===== config.mk =====
export PLATFORM = sky130hd
export DESIGN_NAME = ltoc_ctrl
export DESIGN_NICKNAME = d
export VERILOG_FILES = /design/src/hdl/line_table_offset_to_line_column_defines.svh /design/src/hdl/ltoc_pkg.sv /design/src/hdl/ltoc_ctrl.sv
export SDC_FILE = /design/constraint.sdc
export NUM_CORES = 1
export LEC_CHECK = 0
export BUFFER_PORTS_ARGS = -buffer_cell sky130_fd_sc_hd__buf_2
export CAP_MARGIN = 20
export CORE_AREA = 8 8 45 47
export CTS_BUF_LIST = sky130_fd_sc_hd__clkbuf_4
export DETAILED_ROUTE_END_ITERATION = 6
export DIE_AREA = 0 0 53 55
export SLEW_MARGIN = 20
export SYNTH_ARGS = -nofsm -noshare
export SYNTH_HDL_FRONTEND = slang
export SYNTH_SLANG_ARGS = --single-unit

===== constraint.sdc =====
create_clock -name clk -period 0.88 [get_ports clk]
set_input_delay 0 -clock clk [delete_from_list [all_inputs] [get_ports clk]]
set_output_delay 0 -clock clk [all_outputs]
set_load 0.005 [all_outputs]

===== src/hdl/line_table_offset_to_line_column_defines.svh =====
// ---------------------------------------------------------------------------
// Line table assertion macros
// Shared property forms for the line table checks. Each macro expects clk and
// rst in scope and reports a failure through $error.
// ---------------------------------------------------------------------------
`ifndef LINE_TABLE_OFFSET_TO_LINE_COLUMN_DEFINES_SVH
`define LINE_TABLE_OFFSET_TO_LINE_COLUMN_DEFINES_SVH

// Consequent must hold in the same cycle as the antecedent.
`define LTOC_ASSERT_NOW(label, ante, cons, msg) \
  label: assert property (@(posedge clk) disable iff (rst) (ante) |-> (cons)) \
    else $error(msg);

// Consequent must hold in the cycle after the antecedent.
`define LTOC_ASSERT_NEXT(label, ante, cons, msg) \
  label: assert property (@(posedge clk) disable iff (rst) (ante) |=> (cons)) \
    else $error(msg);

`endif


===== src/hdl/ltoc_pkg.sv =====
// ---------------------------------------------------------------------------
// Line table package
// Word types, operation codes, controller states and shared constants for the
// offset to line/column lookup block.
// ---------------------------------------------------------------------------
`timescale 1ns / 1ps

package ltoc_pkg;

  localparam int MAX_LINES_DEF   = 1024;
  localparam int OFFSET_BITS_DEF = 16;

  localparam int OP_W     = 2;
  localparam int BYTE_W   = 8;
  localparam int QOFF_W   = 16;
  localparam int LINE_W   = 10;
  localparam int COLUMN_W = 16;

  localparam logic [OP_W-1:0] OP_LOAD   = 2'd0;
  localparam logic [OP_W-1:0] OP_QUERY  = 2'd1;
  localparam logic [OP_W-1:0] OP_CLEAR  = 2'd2;
  // Spare code: the block takes the word and does nothing with it.
  localparam logic [OP_W-1:0] OP_UNUSED = 2'd3;

  localparam logic [BYTE_W-1:0] CHAR_LF = 8'h0A;
  localparam logic [BYTE_W-1:0] CHAR_CR = 8'h0D;

  typedef struct packed {
    logic [OP_W-1:0]   operation;
    logic [BYTE_W-1:0] source_byte;
    logic [QOFF_W-1:0] query_offset;
  } req_word_t;

  typedef struct packed {
    logic [LINE_W-1:0]   line_index;
    logic [COLUMN_W-1:0] column_index;
    logic                capacity_dropped;
  } rsp_word_t;

  typedef enum logic [1:0] {
    ST_IDLE,
    ST_SEARCH,
    ST_FINISH
  } state_t;

  typedef struct packed {
    logic load;
    logic clear;
    logic query_start;
    logic search_step;
    logic finish;
  } cmd_t;

  typedef struct packed {
    logic search_more;
    logic out_free;
  } status_t;

endpackage


===== src/hdl/ltoc_ctrl.sv =====
// ---------------------------------------------------------------------------
// Line table controller
// Sequences loads, clears and the binary search of a query, and holds off new
// words while a query is in progress.
// ---------------------------------------------------------------------------
`timescale 1ns / 1ps

module ltoc_ctrl (
  input  logic                        clk,
  input  logic                        rst,
  input  logic                        req_valid,
  input  logic [ltoc_pkg::OP_W-1:0]   operation,
  input  ltoc_pkg::status_t           status,
  output logic                        req_stall,
  output ltoc_pkg::cmd_t              cmd
);

  ltoc_pkg::state_t state;
  ltoc_pkg::state_t state_next;

  always_ff @(posedge clk) begin
    if (rst) begin
      state <= ltoc_pkg::ST_IDLE;
    end else begin
      state <= state_next;
    end
  end

  always_comb begin
    state_next = state;
    cmd        = '0;
    req_stall  = 1'b1;
    case (state)
      ltoc_pkg::ST_IDLE: begin
        req_stall = 1'b0;
        if (req_valid) begin
          case (operation)
            ltoc_pkg::OP_LOAD: begin
              cmd.load = 1'b1;
            end
            ltoc_pkg::OP_CLEAR: begin
              cmd.clear = 1'b1;
            end
            ltoc_pkg::OP_QUERY: begin
              cmd.query_start = 1'b1;
              state_next = status.search_more ? ltoc_pkg::ST_SEARCH : ltoc_pkg::ST_FINISH;
            end
            default: begin
            end
          endcase
        end
      end
      ltoc_pkg::ST_SEARCH: begin
        cmd.search_step = 1'b1;
        if (!status.search_more) begin
          state_next = ltoc_pkg::ST_FINISH;
        end
      end
      ltoc_pkg::ST_FINISH: begin
        // The result waits here until the output register can take it.
        if (status.out_free) begin
          cmd.finish = 1'b1;
          state_next = ltoc_pkg::ST_IDLE;
        end
      end
      default: begin
        state_next = ltoc_pkg::ST_IDLE;
      end
    endcase
  end

endmodule


# After elaboration in Yosys (flattened, before gate mapping)
# Cells that the tools add are included.
[word_totals]
ff_bits = 2
input_bits = 7
output_inout_bits = 6
elab_cells = 27
[classes]
eq_ne = 8
muxes = 15
reduce_logical = 3
[op_table]
columns = ["cell", "n"]
rows = [
  ["$mux 2", 5],
  ["$mux 1", 7],
  ["$mux 3", 2],
  ["$ne 2x2->1 const B", 3],
  ["$pmux 2 s3", 1],
  ["$eq 2x1->1 const B", 2],
  ["$eq 2x2->1 const B", 2],
  ["$logic_not 2->1", 2],
  ["$reduce_and 4->1", 1],
  ["$ne 2x1->1 const B", 1],
]

# Longest topological paths before layout
# Gate-level depths: netlist of the first run.
[logic_depth]
word_depth = 4
mapped_depth = 3
mapped_depth_nobuf = 3

# Least setup slack after synthesis of the first run
# No wires, ideal clock.
[synth_timing]
path_type = "register to output"
from = "reg state[1]"
to = "out cmd[4] (netlist name)"
t_arrival_ps = 846
t_required_ps = 880
setup_slack_ps = 34
path_stages_with_launch = 4
n_path_buf = 0
cell_sequence = "dfxtp_1 nor2_1 inv_1 nor4b_1"
[synth_lines]
columns = ["element", "line_no", "rtl"]
rows = [
  ["start: declaration", "ltoc_ctrl.sv:18", "ltoc_pkg::state_t state;"],
  ["start signal: assignment", "ltoc_ctrl.sv:23", "state <= ltoc_pkg::ST_IDLE;"],
  ["start signal: assignment", "ltoc_ctrl.sv:25", "state <= state_next;"],
  ["end: declaration", "ltoc_ctrl.sv:15", "output ltoc_pkg::cmd_t cmd"],
]

==> metrics.cfg, run 1 <==
[timing]
rsz_0062_raised_after_global_routing=yes
hold_violations=0
final.min_clock_period_ns=1.035
headroom_to_the_max_slew_limit=0.8493
period_share=1.176
tightestPinTransition_ns=0.2260
worst_hold_check_slack_ns=0.06734
skew_ns=0.002999
final.setup.worst_slack_ns=-0.1553
report.final.setup_viol=7
finalMaxSlewViolations=0
max_clock_freq_mhz=965.9

[layout]
layout.cells.most_common=sky130_fd_sc_hd__buf_2
final_layout_size_suffix_gt1_frac=0.8333
layout_common_cells=sky130_fd_sc_hd__buf_2, sky130_fd_sc_hd__buf_6, sky130_fd_sc_hd__clkbuf_4
num_antenna_cells=0
multiInputGateArea_um2=133.9
largest_registers=state x2
largest_register_ffs=2
post_layout_instance_count_excluding_filler_cells=52
nets=45
num-fill-cells=153
reg_with_most_ffs=state
ff_latch_area_um2=42.54
area.growth.synth_to_final_pct=132.5

[cts]
clkSinkCount=2
post_cts.repair.setup_buffers=0
clock-root-buffer=sky130_fd_sc_hd__clkbuf_4
clk_pin_slew_worst_paths_ns=0.03
total_clock_buffers_created_by_cts=3
clk_latency_ns=0.22
htree_num_levels=1
tritoncts=yes
clockBufferDepth=2

[setup_path]
cp_data_arrival_time_ns=1.04
rr_startpoint=state[1]
timing.reg2reg.worst_path_depth=3
highest_delay_cell_along_the_critical_path=sky130_fd_sc_hd__dfxtp_2
cp_slowest_stage_delay_ns=0.32
endpoint_of_the_worst_register_to_register_path=state[1]
crit_path_cell_trace=nor2_4 > inv_2 > nor4b_2 > buf_2
reg2reg_slack_ns=-0.05
worstSetupPathType=reg -> out
worstSetupEndpointType=output pin
worstPathRequired_ns=0.88
crit_fanout=2
setup.worst_path.start_class=flop

[yosys]
main_combinational_cell_family_by_area_after_synthesis=simple AND/OR/NAND/NOR gates
synth_cell_type_count=11
post_synth_main_area_contributors=sky130_fd_sc_hd__dfxtp_1, sky130_fd_sc_hd__nand3b_4, sky130_fd_sc_hd__a2111oi_2
syn_inst=17
ys.warnings.count=0
synthesis.area_um2=150.1
synthDominantAreaCellType=sky130_fd_sc_hd__dfxtp_1
yosys.area_share.xor_xnor=0
synth-simple-area-share=0.4167
synth.avg_cell_area_um2=8.832
syn_nets=24
synth_top_area_share=0.2667
synth-adder-area-share=0
synth-seq-area-share=0.2667
ys_ff_latch=2
synthMuxAreaShare=0
synthesized_area_fraction_occupied_by_ao_oa_aoi_and_oai_cells=0.2167

[pwr]
power.leakage_nw=0.1722
share_of_power_burned_in_the_clock_network=0.523
ratio_of_total_power_to_cell_area_nw_per_um2=1127
comb_power_share=0.229
p_switching_mw=0.09809
irDropWorstVdd_mv=0.5068
swShare=0.2494
intPower_mw=0.2952
p_seq_frac=0.248

[route]
finalWirelength_um=580
drt-pass1-iter-count=2
num_vias=199
detail_route.drc_violations=0
detailed_route_vias_per_instance=3.827
wl_per_cell_um=11.15
postRouteAntennaNets=0
violation_count_after_the_first_detailed_route_iteration=1

[global_route]
grt_pass1_wl_um=855
grt_util_all_layers=0.04310
overflow=0
grt_antenna_before_repair=0
grt_max_degree=6
number_of_global_route_vias_before_repair=207

[die]
die_width_um=53
floorplan.core_area_um2=1384
height_of_the_die_um=55
floorplan.rows=14
design.die.area_um2=2915
initial_core_util=0.1085
floorplan.io_pins=13

[min_path]
holdCritPathClass=in -> reg
min_path_cells=4
hold_start=status[0]
worstHoldEndpoint=state[1]

[placement]
dpl.cell_count=48
placement.io_buffers=12
finalWeightedCongestion=0.6926
dp_hpwl_um=394

[job]
timing.max_cap.violations=0

[status]
run_status=complete, but fails checks
violations_in_the_final_reports=negative setup slack

-- cell type report --
type / instances / share of cell area
inverters: 4 / 0.05018
multi-input cells: 11 / 0.3835
well taps: 16 / 0.05735
clock buffers: 3 / 0.06452
repair buffers: 16 / 0.3226
flip-flops and latches: 2 / 0.1219
-- Yosys cell counts --
cell,n
sky130_fd_sc_hd__inv_1,4
sky130_fd_sc_hd__nor2_1,3
sky130_fd_sc_hd__dfxtp_1,2
sky130_fd_sc_hd__a2111oi_2,1
sky130_fd_sc_hd__a211o_1,1
sky130_fd_sc_hd__a21oi_2,1
sky130_fd_sc_hd__and3_1,1
sky130_fd_sc_hd__and4b_2,1
sky130_fd_sc_hd__nand3_1,1
sky130_fd_sc_hd__nand3b_4,1
sky130_fd_sc_hd__nor4b_1,1
-- critical path: cells and delay by family (launching register included) --
| family | cells | cell delay, ns |
|---|---|---|
| buf+inv | 2 | 0.20 |
| flops | 1 | 0.32 |
| simple gates | 2 | 0.30 |
-- power groups by stage --
stage / combinational, mW / sequential (mW) / clock, mW
floorplan: 0.0248 / 0.0975 / 0
global placement: 0.0656 / 0.0964 / 0
detailed placement: 0.0662 / 0.0963 / 0
CTS: 0.0809 / 0.0972 / 0.216
global route: 0.0981 / 0.0976 / 0.238
finish: 0.0900 / 0.0977 / 0.206
-- per-layer routing --
metal | global-route usage | part of all wire | vias to the layer above | wire length [um]
li1 | - | - | 99 | -
met2 | 0.06250 | 0.52 | 10 | 299
met3 | 0.05080 | 0.17 | 0 | 97
met5 | 0 | 0 | - | 0
met4 | 0.02586 | 0 | 0 | 0
met1 | 0.03328 | 0.32 | 90 | 183
-- kinds of logic (layout without fill, tap and decap cells) --
kind of cell	after synthesis	after routing
AOI/OAI and AO/OA	3	3
buffers and inverters	4	23
and+or+nand+nor	8	8
DFF	2	2
-- repair_timing --
item	4_1_cts	5_1_grt
endpoints found under the hold margin	2	0
setup endpoints to repair	7	8
hold buffers	1	0
pin swaps	4	1
resized for setup	10	6
gates cloned	0	0
-- through the flow --
step | TNS, ns | setup WS (ns) | cell area (um2) | power, mW | utilization
finish | -0.5996 | -0.1553 | 349.1 | 0.3933 | 0.2523
global route | -0.9763 | -0.2476 | 349.1 | 0.4339 | 0.2523
CTS | -0.6656 | -0.1739 | 315.3 | 0.3943 | 0.2278
detailed placement | -0.05735 | -0.05735 | 252.7 | 0.1625 | 0.1826
global placement | -0.03116 | -0.03116 | 252.7 | 0.1620 | 0.1826
floorplan | 0 | 0.03432 | 150.1 | 0.1222 | -
-- how the worst max path moves through the flow --
stage	from	endpoint
final	state[1]	cmd[4]
after global routing	state[1]	cmd[4]
after CTS	state[1]	cmd[4]
after detailed placement	state[0]	cmd[4]
after global placement	state[0]	cmd[4]
after floorplan	state[1]	cmd[4]
(Power assumes the default switching activity.)
==> run 2, diff against run 1 <==
--- a/config.mk
+++ b/config.mk
@@ -8,7 +8,7 @@
 export BUFFER_PORTS_ARGS = -buffer_cell sky130_fd_sc_hd__buf_2
 export CAP_MARGIN = 20
 export CORE_AREA = 8 8 45 47
-export CTS_BUF_LIST = sky130_fd_sc_hd__clkbuf_4
+export CTS_BUF_LIST = sky130_fd_sc_hd__clkbuf_8
 export DETAILED_ROUTE_END_ITERATION = 6
 export DIE_AREA = 0 0 53 55
 export SLEW_MARGIN = 20
==> run 2 against run 1 <==
Net effect: the flow still finishes with violations (negative setup slack); sequential power is essentially flat; via count fell by 1.5%; worst setup slack improved by 0.017 ns; highest routed layer unchanged.
==> metrics.cfg, run 2 (synthesis results as in run 1) <==
[layout]
num-fill-cells=153  ; unchanged
largest_registers=state x2  ; unchanged
area.growth.synth_to_final_pct=135.0  ; was 132.5%
multiInputGateArea_um2=121.4  ; was 133.9 um2
final_layout_size_suffix_gt1_frac=0.8333  ; unchanged
reg_with_most_ffs=state  ; unchanged
ff_latch_area_um2=42.54  ; unchanged
num_antenna_cells=0  ; unchanged
layout.cells.most_common=sky130_fd_sc_hd__buf_2  ; unchanged
largest_register_ffs=2  ; unchanged
layout_common_cells=sky130_fd_sc_hd__buf_2, sky130_fd_sc_hd__buf_6, sky130_fd_sc_hd__clkbuf_8  ; was sky130_fd_sc_hd__buf_2, sky130_fd_sc_hd__buf_6, sky130_fd_sc_hd__clkbuf_4
nets=45  ; unchanged

[setup_path]
number_of_buffer_and_inverter_stages_on_the_critical_path=2  ; unchanged
highest_delay_cell_along_the_critical_path=sky130_fd_sc_hd__dfxtp_2  ; unchanged
endpoint_of_the_worst_register_to_register_path=state[1]  ; unchanged
worstPathRequired_ns=0.88  ; about the same
rr_startpoint=state[1]  ; unchanged
worstSetupPathType=reg -> out  ; unchanged
timing.reg2reg.worst_path_depth=3  ; unchanged
cp_slowest_stage_delay_ns=0.32  ; about the same
cp_data_arrival_time_ns=1.02  ; was 1.04 ns
crit_fanout=2  ; unchanged
worstSetupEndpointType=output pin  ; unchanged
crit_path_cell_trace=nor2_4 > inv_2 > nor4b_2 > buf_2  ; unchanged
reg2reg_slack_ns=-0.05  ; about the same
critPathTopFamily=flip-flops  ; unchanged
setup.worst_path.start_class=flop  ; unchanged

[global_route]
grt_pass1_wl_um=862  ; was 855 um
overflow=0  ; unchanged
grt_util_all_layers=0.04201  ; was 0.04310
grt_antenna_before_repair=0  ; unchanged
number_of_global_route_vias_before_repair=224  ; was 207
grt_max_degree=6  ; unchanged

[min_path]
worstHoldEndpoint=state[0]  ; was state[1]
hold_start=status[1]  ; was status[0]
holdCritPathClass=in -> reg  ; unchanged
min_path_cells=3  ; was 4

[timing]
worst_hold_check_slack_ns=0.06566  ; was 0.06734 ns
tightestPinTransition_ns=0.2498  ; was 0.2260 ns
max_clock_freq_mhz=981.7  ; was 965.9 MHz
finalMaxSlewViolations=0  ; unchanged
final.min_clock_period_ns=1.019  ; was 1.035 ns
period_share=1.158  ; was 1.176
skew_ns=0.002427  ; was 0.002999 ns
report.final.setup_viol=7  ; unchanged
rsz_0062_raised_after_global_routing=yes  ; unchanged
headroom_to_the_max_slew_limit=0.8332  ; was 0.8493
hold_violations=0  ; unchanged
final.setup.worst_slack_ns=-0.1386  ; was -0.1553 ns

[route]
num_vias=196  ; was 199
detail_route.drc_violations=0  ; unchanged
wl_per_cell_um=10.90  ; was 11.15 um
postRouteAntennaNets=0  ; unchanged
violation_count_after_the_first_detailed_route_iteration=3  ; was 1
detailed_route_vias_per_instance=3.769  ; was 3.827
drt-pass1-iter-count=3  ; was 2
finalWirelength_um=567  ; was 580 um

[die]
floorplan.rows=14  ; unchanged
floorplan.io_pins=13  ; unchanged
height_of_the_die_um=55  ; unchanged
floorplan.core_area_um2=1384  ; unchanged
initial_core_util=0.1085  ; unchanged
die_width_um=53  ; unchanged
design.die.area_um2=2915  ; unchanged

[status]
run_status=complete, but fails checks  ; unchanged
violations_in_the_final_reports=negative setup slack  ; unchanged

[cts]
clk_pin_slew_worst_paths_ns=0.03  ; about the same
clock-root-buffer=sky130_fd_sc_hd__clkbuf_8  ; was sky130_fd_sc_hd__clkbuf_4
total_clock_buffers_created_by_cts=3  ; unchanged
tritoncts=yes  ; unchanged
clk_latency_ns=0.21  ; was 0.22 ns
clockBufferDepth=2  ; unchanged
post_cts.repair.setup_buffers=0  ; unchanged
htree_num_levels=1  ; unchanged
clkSinkCount=2  ; unchanged

[pwr]
irDropWorstVdd_mv=0.6697  ; was 0.5068 mV
power.leakage_nw=0.1789  ; was 0.1722 nW
ratio_of_total_power_to_cell_area_nw_per_um2=1528  ; was 1127 nW/um2

[job]
timing.max_cap.violations=0  ; unchanged

[placement]
placement.io_buffers=12  ; unchanged
finalWeightedCongestion=0.6926  ; unchanged
dp_hpwl_um=394  ; unchanged
post-place-ws_ns=-0.05735  ; unchanged

run 2: changes by cell type in the layout (fill, tap and decap cells not counted):
cell | before | now
sky130_fd_sc_hd__inv_4 | 1 | 0
sky130_fd_sc_hd__inv_2 | 1 | 2
sky130_fd_sc_hd__clkbuf_8 | 0 | 3
sky130_fd_sc_hd__a2111oi_2 | 0 | 1
sky130_fd_sc_hd__clkbuf_4 | 3 | 0
sky130_fd_sc_hd__a2111oi_4 | 1 | 0
run 2: repair_timing:
action                                  CTS  global route
gates resized for setup                  10             4
hold buffers                              1             1
endpoints found under the hold margin     2             2
pin swaps                                 4             2
endpoints found under the setup margin    7             8
run 2: stage by stage:
stage	util	setup TNS (ns)	instances	power [mW]	instance area, um2
final	0.2550	-0.4836	52	0.5392	352.8
after global routing	0.2550	-0.7596	52	0.5638	352.8
after CTS	0.2414	-0.5803	52	0.5472	334.1
after detailed placement	0.1826	-0.05735	48	0.1625	252.7
after global placement	0.1826	-0.03116	48	0.1620	252.7
after floorplan	-	0	17	0.1222	150.1
run 2: worst max-delay path by stage:
| stage | endpoint | depth (start not counted) | from |
|---|---|---|---|
| final | cmd[4] | 4 | state[1] |
| after global routing | cmd[4] | 4 | state[1] |
| after CTS | cmd[4] | 4 | state[1] |
| after detailed placement | cmd[4] | 4 | state[0] |
| after global placement | cmd[4] | 4 | state[0] |
| after floorplan | cmd[4] | 3 | state[1] |
run 2: where the power goes:
group / internal (mW) / switching [mW]
clock: 0.289 / 0.0677
sequential: 0.0947 / 0.00282
combinational: 0.0481 / 0.0370
total: 0.432 / 0.108
run 2: area by class of cell:
| cell class | instances | share of cell area |
|---|---|---|
| Sequential cell | 2 | 0.1206 |
| Multi-Input combinational cell | 11 | 0.3440 |
| Tap cell | 16 | 0.05674 |
| Clock buffer | 3 | 0.1170 |
| Timing Repair Buffer | 16 | 0.3191 |
| Inverter | 4 | 0.04255 |
run 2: tightest hold or removal path: cells and delay by family:
family,cells,cell delay (ns)
AO/OA/AOI/OAI,1,0.05
buffers and inverters,2,0.18
run 2: layer usage:
metal  up-vias  track usage  wire length [um]
li1        101            -                 -
met1        85      0.03328               190
met2        10      0.07227               278
met3         0      0.03209                99
met4         0      0.02586                 0
met5         -            0                 0
==> run 3, diff against run 2 <==
--- a/config.mk
+++ b/config.mk
@@ -7,10 +7,11 @@
 export LEC_CHECK = 0
 export BUFFER_PORTS_ARGS = -buffer_cell sky130_fd_sc_hd__buf_2
 export CAP_MARGIN = 20
-export CORE_AREA = 8 8 45 47
+export CORE_AREA = 5 5 42 44
 export CTS_BUF_LIST = sky130_fd_sc_hd__clkbuf_8
 export DETAILED_ROUTE_END_ITERATION = 6
-export DIE_AREA = 0 0 53 55
+export DIE_AREA = 0 0 47 49
+export PLACE_DENSITY_LB_ADDON = 0.15
 export SLEW_MARGIN = 20
 export SYNTH_ARGS = -nofsm -noshare
 export SYNTH_HDL_FRONTEND = slang
==> run 3 against run 2 <==
Net effect: the flow finishes with violations (negative hold slack, negative setup slack); hold slack got worse by 0.087 ns; core utilization is 0.50 points lower; non-clock buffer count is the same; total power fell by 0.96%; critical path depth unchanged; critical path type unchanged; die area decreased by 21%; combinational power shrank 0.6%; global-route usage rose by 0.93 points; sequential cell count unchanged; sequential power about the same; fmax shrank 0.14%; first-iteration DRC count fell by 33%.
==> metrics.cfg, run 3 (synthesis results as in run 1) <==
[pwr]
p_switching_mw=0.1022  ; was 0.1075 mW
intPower_mw=0.4319  ; was 0.4317 mW
ratio_of_total_power_to_cell_area_nw_per_um2=1524  ; was 1528 nW/um2
post-layout-total-power_mw=0.5340  ; was 0.5392 mW
p_seq_frac=0.183  ; was 0.181
power.leakage_nw=0.1788  ; was 0.1789 nW
share_of_power_burned_in_the_clock_network=0.659  ; was 0.661
swShare=0.1913  ; was 0.1994
irDropWorstVdd_mv=0.7091  ; was 0.6697 mV
comb_power_share=0.158  ; about the same

[die]
design.die.area_um2=2303  ; was 2915 um2
floorplan.io_pins=13  ; unchanged
initial_core_util=0.1071  ; was 0.1085
floorplan.rows=14  ; unchanged
floorplan.core_area_um2=1401  ; was 1384 um2
height_of_the_die_um=49  ; was 55 um
die_width_um=47  ; was 53 um

[setup_path]
cp_slowest_stage_delay_ns=0.32  ; about the same
setup.worst_path.start_class=flop  ; unchanged
cp_data_arrival_time_ns=1.02  ; about the same
crit_path_cell_trace=nor2_4 > inv_2 > nor4b_2 > buf_2  ; unchanged
endpoint_of_the_worst_register_to_register_path=state[1]  ; unchanged
worstSetupEndpointType=output pin  ; unchanged
worstSetupPathType=reg -> out  ; unchanged
rr_startpoint=state[1]  ; unchanged
highest_delay_cell_along_the_critical_path=sky130_fd_sc_hd__dfxtp_2  ; unchanged
reg2reg_slack_ns=0  ; was -0.05 ns
crit_fanout=2  ; unchanged
worstPathRequired_ns=0.88  ; about the same
timing.reg2reg.worst_path_depth=3  ; unchanged

[cts]
htree_num_levels=1  ; unchanged
clockBufferDepth=2  ; unchanged
clock-root-buffer=sky130_fd_sc_hd__clkbuf_8  ; unchanged
clk_pin_slew_worst_paths_ns=0.03  ; about the same
clk_latency_ns=0.21  ; about the same
tritoncts=yes  ; unchanged
clkSinkCount=2  ; unchanged
total_clock_buffers_created_by_cts=3  ; unchanged
post_cts.repair.setup_buffers=0  ; unchanged

[global_route]
grt_antenna_before_repair=0  ; unchanged
number_of_global_route_vias_before_repair=234  ; was 224
grt_util_all_layers=0.05130  ; was 0.04201
grt_pass1_wl_um=828  ; was 862 um
overflow=0  ; unchanged
grt_max_degree=6  ; unchanged

[layout]
reg_with_most_ffs=state  ; unchanged
nets=45  ; unchanged
post_layout_instance_count_excluding_filler_cells=52  ; unchanged
layout.cells.most_common=sky130_fd_sc_hd__buf_2  ; unchanged
num-fill-cells=161  ; was 153
area.growth.synth_to_final_pct=133.3  ; was 135.0%
largest_register_ffs=2  ; unchanged
layout_common_cells=sky130_fd_sc_hd__buf_2, sky130_fd_sc_hd__buf_6, sky130_fd_sc_hd__clkbuf_8  ; unchanged
num_antenna_cells=0  ; unchanged
largest_registers=state x2  ; unchanged
final_layout_size_suffix_gt1_frac=0.8333  ; unchanged

[min_path]
hold_start=rst  ; was status[1]
holdCritPathClass=in -> reg  ; unchanged
worstHoldEndpoint=state[0]  ; unchanged
min_path_cells=2  ; was 3

[status]
run_status=complete, but fails checks  ; unchanged
violations_in_the_final_reports=negative hold slack, negative setup slack  ; was negative setup slack

[placement]
dpl.cell_count=48  ; unchanged
placement.io_buffers=12  ; unchanged
dp_hpwl_um=396.8  ; was 394 um
finalWeightedCongestion=0.6537  ; was 0.6926

[route]
detail_route.drc_violations=0  ; unchanged
finalWirelength_um=512  ; was 567 um
violation_count_after_the_first_detailed_route_iteration=2  ; was 3
num_vias=202  ; was 196
drt-pass1-iter-count=3  ; unchanged
detailed_route_vias_per_instance=3.885  ; was 3.769
postRouteAntennaNets=0  ; unchanged
wl_per_cell_um=9.846  ; was 10.90 um

[timing]
report.final.setup_viol=7  ; unchanged
headroom_to_the_max_slew_limit=0.8336  ; was 0.8332
max_clock_freq_mhz=980.3  ; was 981.7 MHz
rsz_0062_raised_after_global_routing=yes  ; unchanged
final.setup.worst_slack_ns=-0.1401  ; was -0.1386 ns
finalMaxSlewViolations=0  ; unchanged
hold_violations=1  ; was 0
tightestPinTransition_ns=0.2492  ; was 0.2498 ns
period_share=1.159  ; was 1.158
final.min_clock_period_ns=1.020  ; was 1.019 ns
skew_ns=0.002341  ; was 0.002427 ns
worst_hold_check_slack_ns=-0.02109  ; was 0.06566 ns

[job]
timing.max_cap.violations=0  ; unchanged

[run 3: cell counts in the layout (fill, tap and decap cells not counted)]
Identical to the previous run, type by type.
[run 3: worst max-delay path: cells and delay by family (launching register included)]
| kind | cells | cell delay [ns] |
|---|---|---|
| DFF | 1 | 0.32 |
| buffers and inverters | 2 | 0.20 |
| and+or+nand+nor | 2 | 0.30 |
[run 3: worst max-delay path by stage]
stage | startpoint | endpoint | slack [ns] | depth (start not counted)
floorplan | state[1] | cmd[4] | 0.03 | 3
global placement | state[0] | cmd[4] | -0.03 | 4
detailed placement | state[0] | cmd[4] | -0.05 | 4
CTS | state[1] | cmd[4] | -0.15 | 4
global route | state[1] | cmd[4] | -0.19 | 4
finish | state[1] | cmd[4] | -0.14 | 4
[run 3: cell type report]
class,instances,area (um2),area share
timing repair buffer,16,115.1,0.3286
inverter,4,15.01,0.04286
sequential,2,42.54,0.1214
tap,16,20.02,0.05714
clock buffer,3,41.29,0.1179
multi-input combinational,11,116.4,0.3321
[run 3: layer usage]
metal	vias to the layer above	global-route usage	share of wire
met3	0	0.04059	0.17
met1	89	0.04148	0.35
met2	12	0.08371	0.48
li1	101	-	-
met4	0	0.02765	0
met5	-	0	0
[run 3: stage by stage]
step / cell area, um2 / hold WS [ns] / util / TNS (ns) / setup slack (ns)
6_report: 350.3 / -0.02109 / 0.2500 / -0.4461 / -0.1401
5_1_grt: 350.3 / -0.01820 / 0.2500 / -0.7727 / -0.1926
4_1_cts: 347.8 / 0.03623 / 0.2482 / -0.5650 / -0.1491
2_1_floorplan: 150.1 / 0.03336 / - / 0 / 0.03432
3_5_place_dp: 252.7 / 0.1966 / 0.1804 / -0.05020 / -0.05020
3_3_place_gp: 252.7 / 0.1880 / 0.1804 / -0.03264 / -0.03264
[run 3: power groups by stage]
stage               registers (mW)  clock network [mW]  logic [mW]
floorplan                   0.0975                   0      0.0248
global placement            0.0964                   0      0.0644
detailed placement          0.0964                   0      0.0672
CTS                         0.0975               0.366      0.0837
global route                0.0979               0.378      0.0925
finish                      0.0975               0.352      0.0846
[run 3: repair_timing]
| action | CTS | global route |
|---|---|---|
| resized for setup | 12 | 1 |
| hold buffers | 1 | 1 |
| hold endpoints to repair | 2 | 1 |
| pin swaps | 5 | 1 |
| setup endpoints to repair | 6 | 8 |
